### config.mk
export PLATFORM = sky130hd
export DESIGN_NAME = aging_slot_link_table
export DESIGN_NICKNAME = d
export VERILOG_FILES = /design/src/hw/rtl/aslt_pkg.sv /design/src/hw/rtl/aslt_ram.sv /design/src/hw/rtl/aslt_age_cmp.sv /design/src/hw/rtl/aging_slot_link_table.sv
export SDC_FILE = /design/constraint.sdc
export NUM_CORES = 2
export LEC_CHECK = 0
export BUFFER_PORTS_ARGS = -buffer_cell sky130_fd_sc_hd__buf_2
export CELL_PAD_IN_SITES_DETAIL_PLACEMENT = 0
export CELL_PAD_IN_SITES_GLOBAL_PLACEMENT = 1
export CORE_MARGIN = 1
export CORE_UTILIZATION = 40
export CTS_CLUSTER_SIZE = 40
export DETAILED_ROUTE_END_ITERATION = 8
export GPL_TIMING_DRIVEN = 0
export PLACE_DENSITY_LB_ADDON = 0.15
export SLEW_MARGIN = 40
export SYNTH_ARGS = -nofsm -noshare
export SYNTH_HDL_FRONTEND = slang
export SYNTH_SLANG_ARGS = --single-unit
### constraint.sdc
create_clock -name i_clk -period 12.2 [get_ports i_clk]
set_input_delay 1.83 -clock i_clk [delete_from_list [all_inputs] [get_ports i_clk]]
set_output_delay 1.83 -clock i_clk [all_outputs]
set_load 0.1 [all_outputs]
### src/hw/rtl/aslt_pkg.sv
// Types and constants for the aging slot link table.
// Used by the age comparator, the top level and the checker; depends on nothing.
package aslt_pkg;

    localparam int HANDLE_W    = 32;
    localparam int STAMP_W     = 32;
    localparam int AGE_W       = 16;
    localparam int ID_W        = 8;
    localparam int IDX_OUT_W   = 5;

    typedef logic [HANDLE_W-1:0] t_handle;
    typedef logic [STAMP_W-1:0]  t_stamp;
    typedef logic [AGE_W-1:0]    t_age;
    typedef logic [ID_W-1:0]     t_id;

    // one slot word as held in the slot RAM
    typedef struct packed {
        t_handle handle;
        t_stamp  stamp;
    } t_entry;

    localparam logic REQ_ADD  = 1'b0;
    localparam logic REQ_TAKE = 1'b1;

    localparam t_age AGE_RESET = 16'd60;

endpackage

### src/hw/rtl/aslt_ram.sv
// Generic single-write, single-read RAM with registered read data.
// Depends on nothing.
module aslt_ram #(
    parameter int WIDTH = 64,
    parameter int DEPTH = 32
) (
    input  logic                                   i_clk,
    input  logic                                   i_we,
    input  logic [((DEPTH > 1) ? $clog2(DEPTH) : 1)-1:0] i_waddr,
    input  logic [WIDTH-1:0]                       i_wdata,
    input  logic [((DEPTH > 1) ? $clog2(DEPTH) : 1)-1:0] i_raddr,
    output logic [WIDTH-1:0]                       o_rdata
);

    logic [WIDTH-1:0] r_mem [DEPTH];
    logic [WIDTH-1:0] r_rdata;

    always_ff @(posedge i_clk) begin
        if (i_we) begin
            r_mem[i_waddr] <= i_wdata;
        end
        r_rdata <= r_mem[i_raddr];
    end

    assign o_rdata = r_rdata;

endmodule

### src/hw/rtl/aslt_age_cmp.sv
// Shared aging comparator: stamp plus max age, without wrap, below now.
// Depends on aslt_pkg.
module aslt_age_cmp (
    input  aslt_pkg::t_stamp i_stamp,
    input  aslt_pkg::t_age   i_max_age,
    input  aslt_pkg::t_stamp i_now,
    output logic             o_expired
);

    logic [aslt_pkg::STAMP_W:0] w_limit;

    // 33-bit sum so a late stamp never wraps into an early one
    assign w_limit   = {1'b0, i_stamp}
                     + {{(aslt_pkg::STAMP_W + 1 - aslt_pkg::AGE_W){1'b0}}, i_max_age};
    assign o_expired = w_limit < {1'b0, i_now};

endmodule

### src/hw/rtl/aging_slot_link_table.sv
// Aging slot link table: a table of handles with time stamps.
// Input channel (valid/stall) carries add or take requests; output channel
// (valid/stall) returns one word per request. A single write port sets
// max_age; it is to be written only while the block is idle, which the block itself does not enforce.
// Add: the sequencer walks the slots from 0, one slot per cycle, through the
// shared age comparator, emptying expired slots until it finds an empty one,
// where it stores handle and time.
// Take: the request passes through the address, RAM read and result steps.
// One request is in work at a time; o_in_stall is high while it runs, so the
// next request is taken only once the previous one is done. The scan speed is
// set by the single read port of the slot RAM.
// The result sits in an output register, so a new request is accepted while
// a result waits; a request that finishes while the receiver stalls holds
// its last step until the output register frees.
// Reset (synchronous, active low) empties every slot at once through the
// occupancy flags, drops any pending result and sets max_age to 60.
// No clearing pass is needed.
module aging_slot_link_table #(
    parameter int SLOT_COUNT = 32
) (
    input  logic                     i_clk,
    input  logic                     i_rst_n,
    input  logic                     i_cfg_we,
    input  aslt_pkg::t_age           i_cfg_data,
    input  logic                     i_in_valid,
    output logic                     o_in_stall,
    input  logic                     i_req_type,
    input  aslt_pkg::t_handle        i_channel_handle,
    input  aslt_pkg::t_stamp         i_now_seconds,
    input  aslt_pkg::t_id            i_slot_id,
    output logic                     o_out_valid,
    input  logic                     i_out_stall,
    output logic [aslt_pkg::IDX_OUT_W-1:0] o_slot_index,
    output logic                     o_table_full,
    output aslt_pkg::t_handle        o_taken_handle
);

    localparam int IDX_W = (SLOT_COUNT > 1) ? $clog2(SLOT_COUNT) : 1;
    localparam logic [IDX_W-1:0] LAST_IDX = IDX_W'(SLOT_COUNT - 1);
    localparam logic [aslt_pkg::ID_W:0] SLOT_LIMIT = (aslt_pkg::ID_W + 1)'(SLOT_COUNT);

    localparam logic [1:0] S_IDLE = 2'd0;
    localparam logic [1:0] S_SCAN = 2'd1;
    localparam logic [1:0] S_TRD  = 2'd2;
    localparam logic [1:0] S_TDAT = 2'd3;

    logic [1:0]                     r_state, n_state;
    logic [IDX_W-1:0]               r_idx, n_idx;
    logic [SLOT_COUNT-1:0]          r_occ, n_occ;
    aslt_pkg::t_age                 r_max_age;
    aslt_pkg::t_handle              r_handle;
    aslt_pkg::t_stamp               r_now;
    aslt_pkg::t_id                  r_id;
    logic                           r_out_valid, n_out_valid;
    logic [aslt_pkg::IDX_OUT_W-1:0] r_slot_index, n_slot_index;
    logic                           r_table_full, n_table_full;
    aslt_pkg::t_handle              r_taken_handle, n_taken_handle;

    logic                           w_accept;
    logic                           w_out_free;
    logic                           w_empty;
    logic                           w_done;
    logic                           w_expired;
    logic                           w_in_range;
    logic [IDX_W-1:0]               w_id_idx;
    logic                           ram_we;
    logic [IDX_W-1:0]               ram_raddr;
    aslt_pkg::t_entry               ram_wdata;
    aslt_pkg::t_entry               ram_rdata;

    assign o_in_stall = (r_state != S_IDLE);
    assign w_accept   = i_in_valid && !o_in_stall;
    assign w_out_free = !r_out_valid || !i_out_stall;
    assign w_empty    = !r_occ[r_idx];
    assign w_done     = w_empty || (r_idx == LAST_IDX);
    assign w_id_idx   = r_id[IDX_W-1:0];
    assign w_in_range = {1'b0, r_id} < SLOT_LIMIT;
    assign ram_wdata  = '{handle: r_handle, stamp: r_now};

    aslt_ram #(
        .WIDTH ($bits(aslt_pkg::t_entry)),
        .DEPTH (SLOT_COUNT)
    ) u_ram (
        .i_clk   (i_clk),
        .i_we    (ram_we),
        .i_waddr (r_idx),
        .i_wdata (ram_wdata),
        .i_raddr (ram_raddr),
        .o_rdata (ram_rdata)
    );

    aslt_age_cmp u_age (
        .i_stamp   (ram_rdata.stamp),
        .i_max_age (r_max_age),
        .i_now     (r_now),
        .o_expired (w_expired)
    );

    always_comb begin
        n_state        = r_state;
        n_idx          = r_idx;
        n_occ          = r_occ;
        n_out_valid    = r_out_valid;
        n_slot_index   = r_slot_index;
        n_table_full   = r_table_full;
        n_taken_handle = r_taken_handle;
        ram_we         = 1'b0;
        ram_raddr      = '0;

        if (r_out_valid && !i_out_stall) begin
            n_out_valid = 1'b0;
        end

        case (r_state)
            S_IDLE: begin
                // slot 0 is read every idle cycle so the scan starts with data
                if (w_accept) begin
                    n_idx   = '0;
                    n_state = (i_req_type == aslt_pkg::REQ_TAKE) ? S_TRD : S_SCAN;
                end
            end
            S_SCAN: begin
                // re-read the current slot while the result is held back
                ram_raddr = r_idx;
                if (!w_done || w_out_free) begin
                    ram_raddr = r_idx + IDX_W'(1);
                    if (w_empty) begin
                        ram_we         = 1'b1;
                        n_occ[r_idx]   = (r_handle != '0);
                        n_out_valid    = 1'b1;
                        n_slot_index   = aslt_pkg::IDX_OUT_W'(r_idx);
                        n_table_full   = 1'b0;
                        n_taken_handle = '0;
                        n_state        = S_IDLE;
                    end else begin
                        if (w_expired) begin
                            n_occ[r_idx] = 1'b0;
                        end
                        if (r_idx == LAST_IDX) begin
                            n_out_valid    = 1'b1;
                            n_slot_index   = '0;
                            n_table_full   = 1'b1;
                            n_taken_handle = '0;
                            n_state        = S_IDLE;
                        end else begin
                            n_idx = r_idx + IDX_W'(1);
                        end
                    end
                end
            end
            S_TRD: begin
                ram_raddr = w_id_idx;
                n_state   = S_TDAT;
            end
            S_TDAT: begin
                ram_raddr = w_id_idx;
                if (w_out_free) begin
                    n_out_valid    = 1'b1;
                    n_slot_index   = '0;
                    n_table_full   = 1'b0;
                    n_taken_handle = (w_in_range && r_occ[w_id_idx]) ? ram_rdata.handle : '0;
                    if (w_in_range) begin
                        n_occ[w_id_idx] = 1'b0;
                    end
                    n_state = S_IDLE;
                end
            end
            default: begin
                n_state = S_IDLE;
            end
        endcase
    end

    always_ff @(posedge i_clk) begin
        if (!i_rst_n) begin
            r_state     <= S_IDLE;
            r_idx       <= '0;
            r_occ       <= '0;
            r_out_valid <= 1'b0;
            r_max_age   <= aslt_pkg::AGE_RESET;
        end else begin
            r_state     <= n_state;
            r_idx       <= n_idx;
            r_occ       <= n_occ;
            r_out_valid <= n_out_valid;
            if (i_cfg_we) begin
                r_max_age <= i_cfg_data;
            end
        end
    end

    always_ff @(posedge i_clk) begin
        if (w_accept) begin
            r_handle <= i_channel_handle;
            r_now    <= i_now_seconds;
            r_id     <= i_slot_id;
        end
        r_slot_index   <= n_slot_index;
        r_table_full   <= n_table_full;
        r_taken_handle <= n_taken_handle;
    end

    assign o_out_valid    = r_out_valid;
    assign o_slot_index   = r_slot_index;
    assign o_table_full   = r_table_full;
    assign o_taken_handle = r_taken_handle;

endmodule

==> impl_metrics.tcl <==
set metrics [dict create \
    hp-class "flip-flop to flip-flop" \
    cts_resized 0 \
    p_leak_nw 38.86 \
    fin_skew_ps 73.26 \
    r2r-end "r_occ[9]$_SDFFE_PN0P_" \
    initialDrtViolationCount 5682 \
    cp-end-kind "flip-flop" \
    peakVddDrop_v 0.0001393 \
    die_area_sq_um 230300 \
    drive_gt1_share_pct 13.41 \
    maxCapViolations 0 \
    seq_area_sq_um 67200 \
    yosys_warnings 0 \
    synth_top_area_cell "edfxtp_1" \
    synth_edf_count 2158 \
    place_congestion 0.8938 \
    crit_chain "ha_1 -> a21o_1 -> a21oi_1 -> o21ai_0 -> a21oi_1 -> o21bai_1 -> a21oi_1 -> o21a_1 -> o21a_1 -> clkbuf_1 -> or2_2 -> clkbuf_1 -> o311ai_0 -> ha_1 -> nand4_1 -> nor4_2 -> buf_2 -> o2111ai_1 -> a31oi_2 -> o311a_1 -> nand2b_1 -> clkbuf_1 -> clkbuf_1 -> o221a_2" \
    grt.overflow.total 0 \
    reg2reg_from "r_max_age[1]$_SDFFE_PN0P_" \
    htreeDepth 4 \
    drc_errors 0 \
    r2r_cells 24 \
    first_pass_iters 5 \
    ios 134 \
    synth.area.top_cells "edfxtp_1 71%, nand2_1 7.2%, mux2i_1 2.6%" \
    max_freq_mhz 120.1 \
    postCtsSetupBuffers 0 \
    antenna_left 0 \
    hold_violations 0 \
    synth.most_common_cell "edfxtp_1" \
    synth_fp_nets 6940 \
    period_share_pct 68.23 \
    worstPathArrival_ps 9170 \
    clk_latency_ps 930 \
    fin_total_pwr_mw 18.15 \
    async_flop_share_pct 0 \
    cts.sink_count 2278 \
    min_from "r_max_age[3]$_SDFFE_PN1P_" \
    syn_to_final_growth_pct 18.58 \
    dp_hpwl_mm 213.8 \
    wirelength_mm 294.9 \
    grt_usage_pct 25.37 \
    initial_core_util_pct 40.19 \
    whs_path_depth 2 \
    vias 58878 \
    yosysSeqAreaShare_pct 73.57 \
    setup_viol 0 \
    grt_antenna_before_repair 24 \
    powerDensity_nw_per_um2 167.5 \
    slew_headroom_pct 38.63 \
    synth_common_cells "2,158 x edfxtp_1, 1,755 x nand2_1, 416 x nand3_1, 268 x and3_1, 254 x a31oi_1" \
    r2r_slack_ps 3880 \
    drv_slew 0 \
    grt_start_max_net_pins 23 \
    tightest_slew_ps 920.5 \
    period_needed_ps 8324 \
    fp.dieW_um 479.9 \
    fillerInstances 20127 \
    synth_area_sq_um 91350 \
    required_ps 13040 \
    multiInputGateArea_sq_um 22290 \
    clockRootBuffer "clkbuf_16" \
    synth_cell_types 76 \
    rows 175 \
    cts.reportedPaths.clkPinSlew_ps 60 \
    cts_made_buffers 238 \
    synthCells 6793 \
    coreArea_sq_um 227300 \
    rsz0062_at_grt "no" \
    slowest_delay_ps 600 \
    criticalPathCategory "flip-flop to flip-flop" \
    viasPerCell 5.510 \
    syn-mean-instance-area_sq_um 13.45 \
    dieHeight_um 479.9 \
    crit_family "compound AO/OA/AOI/OAI gates" \
    fin_setup_tns_ps 0 \
    synth_top_area_share_pct 70.94 \
    status "finished clean" \
    grt_first_pass_wirelength_mm 418.5 \
    critPathSlowestCell "o311a_1" \
    ctsHoldBuffers 0 \
    cts.path.max_buffers 3 \
    crit_top_cell "clkbuf_1" \
    grt_pass1_vias 56946 \
    critPathBufInv 5 \
    hold_slack_ps 483.6 \
    wl_per_cell_um 27.59 \
    setup.worst_path.start_class "flip-flop" \
    cts_tree "built" \
    ys.flop_type "edfxtp_1" \
    nets 7600 \
    io_buffer_count 131 \
    synth_seq_cells 2278 \
    cp_max_fo 10 \
    min_to "r_max_age[3]$_SDFFE_PN1P_" \
]
[power by group]
group          switching [mW]  internal [mW]  total [mW]  leakage, nW
clock                    3.17           4.26        7.43         3.91
combinational            1.35          0.525        1.87         14.5
sequential              0.113           8.73        8.84         20.5
[cells in the final DEF, fill, tap and decap left out, types with 21 or more instances in the layout]
| cell type | Yosys | layout |
|---|---|---|
| clkbuf_1 | 244 | 303 |
| nand4_1 | 71 | 71 |
| mux2i_1 | 241 | 241 |
| clkinv_2 | 0 | 36 |
| nor2_4 | 0 | 31 |
| buf_6 | 6 | 92 |
| clkinv_1 | 2 | 38 |
| inv_1 | 62 | 62 |
| buf_2 | 130 | 278 |
| a211oi_1 | 133 | 131 |
| nand2_1 | 1755 | 1755 |
| o21ai_0 | 79 | 79 |
| a31oi_1 | 254 | 253 |
| buf_16 | 0 | 44 |
| and2_1 | 39 | 39 |
| buf_4 | 20 | 51 |
| buf_8 | 0 | 111 |
| a21oi_1 | 118 | 117 |
| ha_1 | 52 | 52 |
| nor2_1 | 150 | 119 |
| clkbuf_16 | 0 | 238 |
| a311oi_1 | 68 | 68 |
| a32oi_1 | 65 | 65 |
| bufinv_16 | 0 | 21 |
| dfxtp_1 | 120 | 120 |
| buf_1 | 31 | 31 |
| and3_1 | 268 | 268 |
| nor2b_1 | 92 | 92 |
| nand3_1 | 416 | 416 |
| edfxtp_1 | 2158 | 2158 |
| clkbuf_8 | 0 | 33 |
| o221ai_1 | 21 | 21 |
[layer usage]
metal	vias up	share of wire (%)	wire (um)	global-route usage, %
met5	-	0.0058	17	0
met4	2	2.6	7803	7.452
met3	375	6.3	18700	3.796
met2	2009	47	138400	40.96
met1	29860	44	129900	35.48
li1	26632	-	-	-
[metrics by stage]
stage                     cell area (sq um)  utilization (%)  instances  worst slack (ps)
after global routing                 108300            47.65      10678              3688
after global placement                95770            42.14       9933             -2241
after floorplan                       91350                -       6793              4838
after detailed placement             100200            44.10      10221              4050
final                                108300            47.66      10685              3876
after CTS                            108300            47.64      10676              4000
[worst max path at each step]
stage,start,endpoint,slack [ps],depth (start not counted)
3_3_place_gp,i_out_stall,u_ram.r_mem[29][31]$_DFFE_PP_,-2240,5
3_5_place_dp,r_max_age[1]$_SDFFE_PN0P_,r_occ[9]$_SDFFE_PN0P_,4050,24
2_1_floorplan,i_out_stall,u_ram.r_mem[29][0]$_DFFE_PP_,4840,4
5_1_grt,r_max_age[1]$_SDFFE_PN0P_,r_occ[9]$_SDFFE_PN0P_,3690,24
4_1_cts,r_max_age[1]$_SDFFE_PN0P_,r_occ[9]$_SDFFE_PN0P_,4000,24
6_report,r_max_age[1]$_SDFFE_PN0P_,r_occ[9]$_SDFFE_PN0P_,3880,24
[cell type report]
type	instances	area share (%)
antenna	8	0.01848
inverter	64	0.2218
tap	3009	3.476
clock inverter	115	1.289
clock buffer	340	6.157
multi-input combinational	4020	20.58
sequential	2278	62.04
timing repair buffer	420	4.440
buffer	431	1.775
[worst reg2reg max path: stages (launching register included)]
cell and delay (ps):
dfxtp_1 320, ha_1 290, a21o_1 170, a21oi_1 220
o21ai_0 120, a21oi_1 250, o21bai_1 110, a21oi_1 440
o21a_1 230, o21a_1 260, clkbuf_1 440, or2_2 200
clkbuf_1 500, o311ai_0 290, ha_1 340, nand4_1 190
nor4_2 580, buf_2 290, o2111ai_1 380, a31oi_2 590
o311a_1 600, nand2b_1 180, clkbuf_1 460, clkbuf_1 480
o221a_2 290
[kinds of logic after synthesis]
| logic type | count (synthesis) | synth area share [%] |
|---|---|---|
| and+or+nand+nor | 2863 | 13.87 |
| buffers and inverters | 495 | 2.344 |
| adders and majority gates | 53 | 0.7342 |
| muxes | 253 | 2.887 |
| DFF | 2278 | 73.57 |
| AOI/OAI and AO/OA | 829 | 6.386 |
| xor gates and xnor gates | 22 | 0.2109 |
[state kept, by name (all words and copies together), names as in the netlist]
signal and count:
o_slot_index 5, r_now 32, o_table_full 1, r_state 2, o_taken_handle 32, r_occ 32, r_max_age 16, u_ram.r_mem 2048
r_handle 32, r_id 8, r_idx 5, o_out_valid 1, u_ram.o_rdata 64
No activity file was read; power rests on OpenSTA's default activity.
